<file path="config.mk">
export PLATFORM = sky130hd
export DESIGN_NAME = radical_inverse
export DESIGN_NICKNAME = d
export VERILOG_FILES = /design/src/rtl/ri_pkg.sv /design/src/rtl/radical_inverse.sv /design/src/rtl/ri_dpath.sv /design/src/rtl/ri_ctrl.sv
export VERILOG_INCLUDE_DIRS = /design/src /design/src/rtl
export SDC_FILE = /design/constraint.sdc
export NUM_CORES = 2
export LEC_CHECK = 0
export BUFFER_PORTS_ARGS = -buffer_cell sky130_fd_sc_hd__buf_2
export CAP_MARGIN = 20
export CORE_MARGIN = 2
export CORE_UTILIZATION = 50
export DETAILED_ROUTE_END_ITERATION = 16
export GPL_ROUTABILITY_DRIVEN = 0
export PLACE_DENSITY = 0.66
export RECOVER_POWER = 100
export REMOVE_ABC_BUFFERS = 1
export SLEW_MARGIN = 20
export SYNTH_ARGS = -nofsm -noshare
export SYNTH_HDL_FRONTEND = slang
export SYNTH_SLANG_ARGS = --single-unit
</file>
<file path="constraint.sdc">
create_clock -name clock -period 8.5 [get_ports clock]
set_input_delay 0.85 -clock clock [delete_from_list [all_inputs] [get_ports clock]]
set_output_delay 0.85 -clock clock [all_outputs]
set_load 0.02 [all_outputs]
</file>
<file path="src/rtl/radical_inverse_macros.svh">
// Assertion macros shared by the radical inverse RTL.
`ifndef RADICAL_INVERSE_MACROS_SVH
`define RADICAL_INVERSE_MACROS_SVH

// Same-cycle implication, sampled on clock, off while reset is high.
`define RI_ASSERT_NOW(label, ante, cons) \
   label: assert property (@(posedge clock) disable iff (reset) (ante) |-> (cons)) \
      else $error("radical_inverse: same-cycle check failed");

// Next-cycle implication, sampled on clock, off while reset is high.
`define RI_ASSERT_NEXT(label, ante, cons) \
   label: assert property (@(posedge clock) disable iff (reset) (ante) |=> (cons)) \
      else $error("radical_inverse: next-cycle check failed");

`endif

</file>
<file path="src/rtl/ri_pkg.sv">
// Shared types and constants of the radical inverse block.
package ri_pkg;

   localparam int RECIP_BITS = 32;

   typedef enum logic [4:0] {
      ST_IDLE = 5'b00001,
      ST_MUL  = 5'b00010,
      ST_FIX  = 5'b00100,
      ST_DIV  = 5'b01000,
      ST_OUT  = 5'b10000
   } state_type;

   typedef struct packed {
      logic load;
      logic mul;
      logic digit;
      logic div_start;
      logic div_step;
      logic out_load;
   } cmd_type;

   typedef struct packed {
      logic digits_done;
      logic div_last;
   } status_type;

   // floor(2^32 / base); bases below two never reach the multiplier
   function automatic logic [RECIP_BITS-1:0] recip_of(input logic [3:0] base);
      logic [RECIP_BITS-1:0] r;
      case (base)
         4'd2:    r = 32'h8000_0000;
         4'd3:    r = 32'h5555_5555;
         4'd4:    r = 32'h4000_0000;
         4'd5:    r = 32'h3333_3333;
         4'd6:    r = 32'h2AAA_AAAA;
         4'd7:    r = 32'h2492_4924;
         4'd8:    r = 32'h2000_0000;
         4'd9:    r = 32'h1C71_C71C;
         4'd10:   r = 32'h1999_9999;
         4'd11:   r = 32'h1745_D174;
         4'd12:   r = 32'h1555_5555;
         4'd13:   r = 32'h13B1_3B13;
         4'd14:   r = 32'h1249_2492;
         4'd15:   r = 32'h1111_1111;
         default: r = '0;
      endcase
      return r;
   endfunction

endpackage

</file>
<file path="src/rtl/radical_inverse.sv">
// Top level of the radical inverse (Van der Corput / Halton) block.
// Each request beat carries a base and a sample index; one response beat returns the
// index's base-b digits mirrored about the radix point as an unsigned fraction with
// FRAC_BITS fraction bits, truncated, zero-extended to 32 bits. Index zero and bases
// below two give zero. Only the low INDEX_BITS bits of the index are used. One item
// is in work at a time: the next request is taken only after the result of the last
// one is loaded into the response register. Each digit passes once through the shared
// reciprocal multiplier and then the correction step, and the final quotient comes
// from a one-bit-per-cycle restoring divider. A finished result waits in the
// response register while the next request is taken.
module radical_inverse import ri_pkg::*; #(
   parameter int INDEX_BITS = 32,
   parameter int FRAC_BITS  = 32
) (
   input  logic        clock,
   input  logic        reset,
   input  logic        req_tvalid,
   output logic        req_tready,
   input  logic [39:0] req_tdata,   // base [3:0], index [35:4], zero [39:36]
   output logic        rsp_tvalid,
   input  logic        rsp_tready,
   output logic [31:0] rsp_tdata    // fraction [31:0]
);

   cmd_type                cmd;
   status_type             status;
   logic [FRAC_BITS-1:0]   frac;

   ri_ctrl u_ctrl (
      .clock      (clock),
      .reset      (reset),
      .req_tvalid (req_tvalid),
      .req_tready (req_tready),
      .rsp_tvalid (rsp_tvalid),
      .rsp_tready (rsp_tready),
      .status     (status),
      .cmd        (cmd)
   );

   ri_dpath #(
      .INDEX_BITS (INDEX_BITS),
      .FRAC_BITS  (FRAC_BITS)
   ) u_dpath (
      .clock     (clock),
      .reset     (reset),
      .cmd       (cmd),
      .status    (status),
      .req_base  (req_tdata[3:0]),
      .req_index (INDEX_BITS'(req_tdata[35:4])),
      .frac      (frac)
   );

   assign rsp_tdata = 32'(frac);

endmodule

</file>
<file path="src/rtl/ri_dpath.sv">
// Datapath: digit extraction by reciprocal multiply, digit reversal, long division.
`include "radical_inverse_macros.svh"

module ri_dpath import ri_pkg::*; #(
   parameter int INDEX_BITS = 32,
   parameter int FRAC_BITS  = 32
) (
   input  logic                  clock,
   input  logic                  reset,
   input  cmd_type               cmd,
   output status_type            status,
   input  logic [3:0]            req_base,
   input  logic [INDEX_BITS-1:0] req_index,
   output logic [FRAC_BITS-1:0]  frac
);

   localparam int DEN_BITS  = INDEX_BITS + 4;
   localparam int PROD_BITS = INDEX_BITS + RECIP_BITS;
   localparam int CNT_BITS  = $clog2(FRAC_BITS + 1);

   logic [3:0]            base_ff, base_in;
   logic [INDEX_BITS-1:0] idx_ff, idx_in;
   logic [DEN_BITS-1:0]   rev_ff, rev_in;
   logic [DEN_BITS-1:0]   den_ff, den_in;
   logic [PROD_BITS-1:0]  prod_ff, prod_in;
   logic [FRAC_BITS-1:0]  q_ff, q_in;
   logic [CNT_BITS-1:0]   cnt_ff, cnt_in;
   logic [FRAC_BITS-1:0]  frac_ff, frac_in;

   logic [INDEX_BITS-1:0] quo_est;
   logic [INDEX_BITS+3:0] quo_times_base;
   logic [INDEX_BITS-1:0] diff;
   logic [4:0]            rem_est;
   logic                  fix;
   logic [3:0]            digit_val;
   logic [INDEX_BITS-1:0] quo;
   logic [DEN_BITS+3:0]   rev_mul;
   logic [DEN_BITS+3:0]   den_mul;
   logic [DEN_BITS:0]     shl;
   logic [DEN_BITS:0]     sub;
   logic                  ge;

   // quotient estimate is low by at most one; one compare fixes it
   assign quo_est        = prod_ff[PROD_BITS-1 -: INDEX_BITS];
   assign quo_times_base = (INDEX_BITS+4)'(quo_est) * (INDEX_BITS+4)'(base_ff);
   assign diff           = idx_ff - quo_times_base[INDEX_BITS-1:0];
   assign rem_est        = diff[4:0];
   assign fix            = rem_est >= {1'b0, base_ff};
   assign digit_val      = fix ? 4'(rem_est - {1'b0, base_ff}) : rem_est[3:0];
   assign quo            = fix ? quo_est + INDEX_BITS'(1) : quo_est;

   assign rev_mul = (DEN_BITS+4)'(rev_ff) * (DEN_BITS+4)'(base_ff) + (DEN_BITS+4)'(digit_val);
   assign den_mul = (DEN_BITS+4)'(den_ff) * (DEN_BITS+4)'(base_ff);

   assign shl = {rev_ff, 1'b0};
   assign sub = shl - {1'b0, den_ff};
   assign ge  = shl >= {1'b0, den_ff};

   always_comb begin
      base_in = base_ff;
      idx_in  = idx_ff;
      rev_in  = rev_ff;
      den_in  = den_ff;
      prod_in = prod_ff;
      q_in    = q_ff;
      cnt_in  = cnt_ff;
      frac_in = frac_ff;
      if (cmd.load) begin
         base_in = req_base;
         idx_in  = req_index;
         rev_in  = '0;
         den_in  = DEN_BITS'(1);
      end
      if (cmd.mul) begin
         prod_in = PROD_BITS'(idx_ff) * PROD_BITS'(recip_of(base_ff));
      end
      if (cmd.digit) begin
         idx_in = quo;
         rev_in = rev_mul[DEN_BITS-1:0];
         den_in = den_mul[DEN_BITS-1:0];
      end
      if (cmd.div_start) begin
         q_in   = '0;
         cnt_in = CNT_BITS'(FRAC_BITS);
      end
      // rev doubles as the division remainder
      if (cmd.div_step) begin
         rev_in = ge ? sub[DEN_BITS-1:0] : shl[DEN_BITS-1:0];
         q_in   = {q_ff[FRAC_BITS-2:0], ge};
         cnt_in = cnt_ff - CNT_BITS'(1);
      end
      if (cmd.out_load) begin
         frac_in = q_ff;
      end
   end

   always_ff @(posedge clock) begin
      base_ff <= base_in;
      idx_ff  <= idx_in;
      rev_ff  <= rev_in;
      den_ff  <= den_in;
      prod_ff <= prod_in;
      q_ff    <= q_in;
      cnt_ff  <= cnt_in;
      frac_ff <= frac_in;
   end

   assign status.digits_done = (idx_ff == '0) || (base_ff < 4'd2);
   assign status.div_last    = cnt_ff == CNT_BITS'(1);
   assign frac               = frac_ff;

   `RI_ASSERT_NEXT(a_rev_below_den, cmd.digit, rev_ff < den_ff)
   `RI_ASSERT_NOW(a_mul_valid_base, cmd.mul, base_ff >= 4'd2 && idx_ff != '0)
   `RI_ASSERT_NEXT(a_div_count_loaded, cmd.div_start, cnt_ff == CNT_BITS'(FRAC_BITS))

endmodule

</file>
<file path="src/rtl/ri_ctrl.sv">
// Controller: sequences load, digit steps, division and the result register.
`include "radical_inverse_macros.svh"

module ri_ctrl import ri_pkg::*; (
   input  logic       clock,
   input  logic       reset,
   input  logic       req_tvalid,
   output logic       req_tready,
   output logic       rsp_tvalid,
   input  logic       rsp_tready,
   input  status_type status,
   output cmd_type    cmd
);

   state_type state_ff, state_in;
   logic      rsp_valid_ff, rsp_valid_in;
   logic      room;

   assign room       = !rsp_valid_ff || rsp_tready;
   assign req_tready = state_ff == ST_IDLE;

   always_comb begin
      state_in = state_ff;
      cmd      = '0;
      unique case (state_ff)
         ST_IDLE: begin
            if (req_tvalid) begin
               cmd.load = 1'b1;
               state_in = ST_MUL;
            end
         end
         ST_MUL: begin
            if (status.digits_done) begin
               cmd.div_start = 1'b1;
               state_in      = ST_DIV;
            end else begin
               cmd.mul  = 1'b1;
               state_in = ST_FIX;
            end
         end
         ST_FIX: begin
            cmd.digit = 1'b1;
            state_in  = ST_MUL;
         end
         ST_DIV: begin
            cmd.div_step = 1'b1;
            if (status.div_last) begin
               state_in = ST_OUT;
            end
         end
         ST_OUT: begin
            // hold until the result register is free
            if (room) begin
               cmd.out_load = 1'b1;
               state_in     = ST_IDLE;
            end
         end
         default: state_in = ST_IDLE;
      endcase
   end

   assign rsp_valid_in = cmd.out_load || (rsp_valid_ff && !rsp_tready);
   assign rsp_tvalid   = rsp_valid_ff;

   always_ff @(posedge clock) begin
      if (reset) begin
         state_ff     <= ST_IDLE;
         rsp_valid_ff <= 1'b0;
      end else begin
         state_ff     <= state_in;
         rsp_valid_ff <= rsp_valid_in;
      end
   end

   `RI_ASSERT_NOW(a_load_has_room, cmd.out_load, room)
   `RI_ASSERT_NEXT(a_accept_starts, req_tvalid && req_tready, state_ff == ST_MUL)
   `RI_ASSERT_NOW(a_div_after_digits, state_ff == ST_DIV, status.digits_done)

endmodule
</file>
# Word-level counts from Yosys, hierarchy flattened
# Memories as Yosys holds them, arrays and structs flattened. A register that Yosys moved wholly into a read port is not among the register bits.
# Index checks and enable logic that the tools add are counted.
# word_totals
register_bits	248
rom_bits	512
input_bits	44
out_inout_bits	34
wordCells	75
mem_count	1
# classes
n_addsub	6
n_mul	4
n_lt_le_gt_ge	3
n_eq_ne	9
muxes	31
reduce_logical	11
# mem_list
name	words	word_bits	rd	rd_ports_with_merged_regs	write_ports	line	rtl
(name not given)	16	32	1	1	0	ri_pkg.sv:31	case (base)
# ops
operator	count
2-to-1 mux 36 bit	6
2-to-1 mux 32 bit	6
multiplier 36 x 4 -> 36 bit	2
multiplier 32 x 32 -> 64 bit	1
>= comparator 37 x 36 -> 1 bit	1
adder 36 x 4 -> 36 bit	1
subtractor 36 bit	1
adder 32 x 1 -> 32 bit (second input constant)	1
logical NOT 32 bit	1
multiplier 32 x 4 -> 5 bit	1
case mux 5 bit (5 select lines)	1
2-to-1 mux 5 bit	3
2-to-1 mux 4 bit	3
2-to-1 mux 6 bit	2
2-to-1 mux 1 bit	10
== test 6 x 1 -> 1 bit (second input constant)	1
subtractor 6 x 1 -> 6 bit (second input constant)	1
== test 5 x 1 -> 1 bit (second input constant)	1
== test 5 x 2 -> 1 bit (second input constant)	1
== test 5 x 3 -> 1 bit (second input constant)	1
== test 5 x 4 -> 1 bit (second input constant)	1
== test 5 bit (second input constant)	1
>= comparator 5 x 4 -> 1 bit	1
subtractor 5 bit	1
10 further kinds	15

# Longest topological paths before layout
# logic_depth
word_depth	7
mapped_depth	31
mapped_depth_nobuf	29

# Hierarchy
# Synthesis repeated with hierarchy kept, for this count alone.
# unflattened
cells_unflattened	5277
area_unflattened_um2	50023.0
# modules_own_cells
module	n_inst	cells_per_inst	area_per_inst_um2	seq_area_each_um2
ri_dpath	1	5235	49641.4	6726.5
ri_ctrl	1	42	381.6	120.1

# Least setup slack after synthesis
# OpenSTA, ideal clock, no wires.
# synth_path
path_kind	register to register
start	register u_dpath.idx_ff[21]
end	register u_dpath.prod_ff[59], data pin
setup_ns	0.262
arrival_time_ns	7.294
required_time_ns	8.238
path_slack_ns	0.945
stages_incl_launch_ff	26
n_path_buf	2
period_less_slack_ns	7.555
path_cell_list	edfxtp_1 > clkbuf_1 > clkbuf_1 > nand2_1 > fa_1 > inv_1 > fa_1 > fa_1 > inv_1 > fa_1 > inv_1 > fa_1 > fa_1 > fa_1 > fa_1 > ha_1 > a211oi_1 > o211ai_1 > a31oi_1 > o31ai_2 > o41ai_2 > o31ai_4 > a311o_1 > a21oi_4 > o211ai_2 > xor2_1
# synth_between
elab_chain_cells	1
# synth_rtl
element	line	rtl
from (decl)	ri_dpath.sv:22	logic [INDEX_BITS-1:0] idx_ff, idx_in;
from (signal assigned)	ri_dpath.sv:99	idx_ff <= idx_in;
multiplier 32 x 32 -> 64 bit	ri_dpath.sv:75	prod_in = PROD_BITS'(idx_ff) * PROD_BITS'(recip_of(base_ff));
to (signal assigned)	ri_dpath.sv:102	prod_ff <= prod_in;
to (decl)	ri_dpath.sv:25	logic [PROD_BITS-1:0] prod_ff, prod_in;
# Every way passes these cells.
# A chain may end at the register's enable or synchronous reset.

==> qor_table.md <==
| Quantity | Value | Unit |
|---|---|---|
| Commonest cells after routing, fill and taps aside | inv_1 (1148), fa_1 (1004), nand2_1 (670) | - |
| Largest driver fanout on the critical path | 14 | - |
| Number of top-level design ports | 78 | - |
| Data arrival time of the critical path | 8.66 | ns |
| Number of antenna violations at the first check in global routing | 9 | - |
| Number of standard-cell rows in the floorplan | 115 | - |
| Synth warn | 0 | - |
| Sum of net half-perimeters after detailed placement | 115000 | um |
| Multiplexer share of the synthesized area | 0.435 | % |
| Compound-cell area share of the yosys netlist | 7.04 | % |
| Sum of routed wire length over all layers | 141000 | um |
| Post-Synthesis Cells | 5236 | - |
| Simple-gate area share of the yosys netlist | 14.6 | % |
| Overall global routing resource usage | 28.6 | % |
| Xor/xnor cell area share of the yosys netlist | 3.16 | % |
| Max Fclk | 120 | MHz |
| Area of the mapped netlist | 0.0498 | sq mm |
| TritonCTS clock tree | done | - |
| Wire length per cell | 21.4 | um |
| Shortest clock period the worst path allows after layout | 8.35 | ns |
| Core area | 0.0986 | sq mm |
| Sort of element at the end of the critical path | register | - |
| Share of async-settable or async-resettable flops after synthesis | 0 | % |
| Synthesized-area fraction occupied by adder cells | 50.9 | % |
| Wire length of the first global-routing pass | 223000 | um |
| Post-route antenna net violation count | 0 | - |
| Initial cell density of the core | 50.5 | % |
| Share of layout cells above drive strength 1 | 4.43 | % |
| Number of buffers added by the clock tree synthesis step | 27 | - |
| Count of max-cap constraint violations | 9 | - |
| Hold-fix buffers at CTS | 0 | - |
| Number of clock sinks | 237 | - |
| Clock tree root buffer cell | clkbuf_16 | - |
| Fin nets | 6752 | - |
| DRT Pass-1 Iters | 6 | - |
| Violations in the final reports | capacitance limit, slew limit | - |
| Number of DRC markers after the initial detailed-route iteration | 2779 | - |
| Width of the chip | 320 | um |
| Clock skew | 0.0210 | ns |
| Average instance area after synthesis | 9.51 | sq um |
| Post-route core utilization | 53.9 | % |
| Largest family of logic cells by synthesized area | adder cells | - |
| Synth Flop Type | edfxtp_1 | - |
| R2R depth | 24 | - |
| Slew headroom | -125 | % |
| Worst flop-to-flop path endpoint | u_dpath.prod_ff[63] | - |
| CTS Buffer Depth | 3 | - |
| Flip-flop and latch count after synthesis | 237 | - |
| Commonest non-fill, non-tap cell in the layout | inv_1 | - |
| Startpoint type of the worst setup path | register | - |
| Aggregate global routing overflow | 0 | - |
| Maximum level of the CTS H-tree | 1 | - |
| Number of hold violations in the final report | 0 | - |
| Critical setup path kind | register to register | - |
| Register Area | 0.00685 | sq mm |
| Reg-to-reg setup timing slack | 0.15 | ns |
| Layout overhead on the synthesized area | 6.70 | % |
| Hold Path Class | register to register | - |
| Result of the run | finished with violations | - |
| Number of flops mapped to enable cells by yosys | 210 | - |
| Required time at the endpoint of the critical path | 8.81 | ns |
| Full die area | 0.102 | sq mm |
| Y dimension of the die | 320 | um |
| Count of unique library cells instantiated by Yosys | 78 | - |
| Clock latency at the later pin of the worst-skew pair | 0.59 | ns |
| Clock-pin slew reported for the worst setup and hold paths after clock tree synthesis | 0.06 | ns |
| Count of input and output buffers | 73 | - |
| Via count of the first global-routing pass | 38200 | - |
| Final slew viol count | 444 | - |
| Post-synthesis sequential area ratio | 13.7 | % |
| Post-route DRC | 0 | - |
| Critical path endpoint | u_dpath.prod_ff[63] | - |
| Fillcell total | 8838 | - |
| Vias after detailed routing | 36100 | - |
| Slew @ Worst Pin | 3.38 | ns |
| Multi-input gate area in the final layout | 0.0379 | sq mm |
| Routed via count divided by cell count | 5.47 | - |
| Maximum number of pins on one net before global-route repair | 75 | - |
| Total negative setup slack | 0 | ns |
| Unrepaired setup endpoints after global routing | false | - |
| Total of endpoints with negative setup slack in the final report | 0 | - |
| Period utilisation layout | 98.2 | % |
-- kinds of logic (layout without fill, tap and decap cells) --
group / after synthesis / in the layout
other cells: 0 / 3
mux: 19 / 19
buf+inv: 1345 / 1416
compound gates: 541 / 541
simple gates: 1494 / 1494
fa+ha+maj: 1422 / 1422
flops: 237 / 237
xor+xnor: 178 / 178
-- synthesized netlist by cell type, types with 5 or more instances --
library cell / instances / area [sq um]
nand2_1: 670 / 2510
nor2b_1: 19 / 119
dfxtp_1: 27 / 541
a21o_1: 74 / 556
clkbuf_1: 188 / 706
a221oi_1: 5 / 43.8
xor2_1: 71 / 622
o21ai_0: 115 / 576
inv_1: 1148 / 4310
nor4_1: 17 / 106
o22ai_1: 29 / 181
a211oi_1: 19 / 143
or2_2: 5 / 31.3
mux2i_1: 16 / 160
a21oi_1: 151 / 756
nand2b_1: 21 / 131
o21bai_1: 22 / 165
xnor2_1: 106 / 928
nor2_1: 140 / 526
nor3_1: 27 / 135
nand3_1: 39 / 195
o21a_1: 26 / 195
o21ai_1: 7 / 35.0
ha_1: 418 / 5230
a21boi_0: 6 / 45.0
edfxtp_1: 210 / 6310
o31ai_1: 8 / 60.1
and3_1: 28 / 175
a31oi_1: 10 / 62.6
fa_1: 1004 / 20100
nand4_1: 20 / 125
o31a_1: 6 / 52.6
o211ai_1: 9 / 67.6
and4_1: 6 / 52.6
buf_2: 5 / 25.0
nand3b_1: 7 / 52.6
and2_1: 480 / 3000
a2111oi_0: 7 / 61.3
-- how the worst min path moves through the flow --
stage                                start                to  cells after the start  slack, ns
after floorplan           u_dpath.q_ff[31]  u_dpath.frac[31]                      0       0.40
after global placement    u_dpath.q_ff[31]  u_dpath.frac[31]                      0       0.40
after detailed placement  u_dpath.q_ff[31]  u_dpath.frac[31]                      0       0.41
after CTS                 u_dpath.q_ff[31]  u_dpath.frac[31]                      0       0.42
after global routing      u_dpath.q_ff[31]  u_dpath.frac[31]                      0       0.42
final                     u_dpath.q_ff[31]  u_dpath.frac[31]                      0       0.42
-- through the flow --
step | hold WS [ns] | cells | worst slack [ns] | cell area (sq um)
after floorplan | 0.400 | 5039 | 0.899 | 49100
after global placement | 0.404 | 6541 | 0.125 | 52400
after detailed placement | 0.405 | 6541 | 0.0551 | 52400
after CTS | 0.420 | 6591 | 0.00338 | 53300
after global routing | 0.422 | 6595 | 0.0104 | 53100
final | 0.419 | 6597 | 0.150 | 53100
-- layer usage --
| metal | global-route usage, % | share of wire [%] | vias up |
|---|---|---|---|
| met1 | 38.8 | 41 | 18100 |
| met2 | 44.6 | 45 | 1507 |
| met5 | 0 | 0.026 | - |
| met3 | 7.74 | 10 | 316 |
| li1 | - | - | 16200 |
| met4 | 9.63 | 4.2 | 6 |
-- timing repair --
item,in CTS,in global routing
setup buffers,0,2
resized for setup,0,3
setup endpoints to repair,0,26
-- worst max-delay path, stage by stage (launching register included) --
cell and delay, ns:
dfxtp_1 1.06, buf_4 0.33, and2_1 0.17, fa_1 0.38, inv_1 0.09, fa_1 0.42
inv_1 0.11, fa_1 0.45, fa_1 0.69, fa_1 0.48, fa_1 0.45, fa_1 0.50
fa_1 0.41, ha_1 0.25, a211oi_1 0.28, o211ai_1 0.13, a31oi_1 0.22, o31ai_2 0.13
o41ai_2 0.32, buf_4 0.28, o31ai_4 0.10, a31oi_2 0.30, o221a_2 0.27, clkbuf_1 0.15
a211oi_2 0.08
-- final cells by class --
class                      count  share of cell area, %
antenna                        3                 0.0141
multi-input combinational   3654                   71.3
sequential                   237                   12.9
clock buffer                  31                   1.30
clock inverter                19                  0.379
inverter                    1148                   8.11
tap                         1287                   3.03
timing repair buffer         218                   2.94
-- sequential cells by signal, indices dropped and copies added, names as in the netlist, named ones only --
signal and flops:
u_ctrl.state_ff 5, u_dpath.cnt_ff 6, u_dpath.idx_ff 32, u_dpath.rev_ff 36, u_dpath.prod_ff 32, u_dpath.frac 32
u_ctrl.rsp_tvalid 1, u_dpath.base_ff 4, u_dpath.den_ff 36, u_dpath.q_ff 32
Power is left out: the tool's default activity adds up to more than one toggle a clock period on the data nets, which glitch-free logic cannot reach.
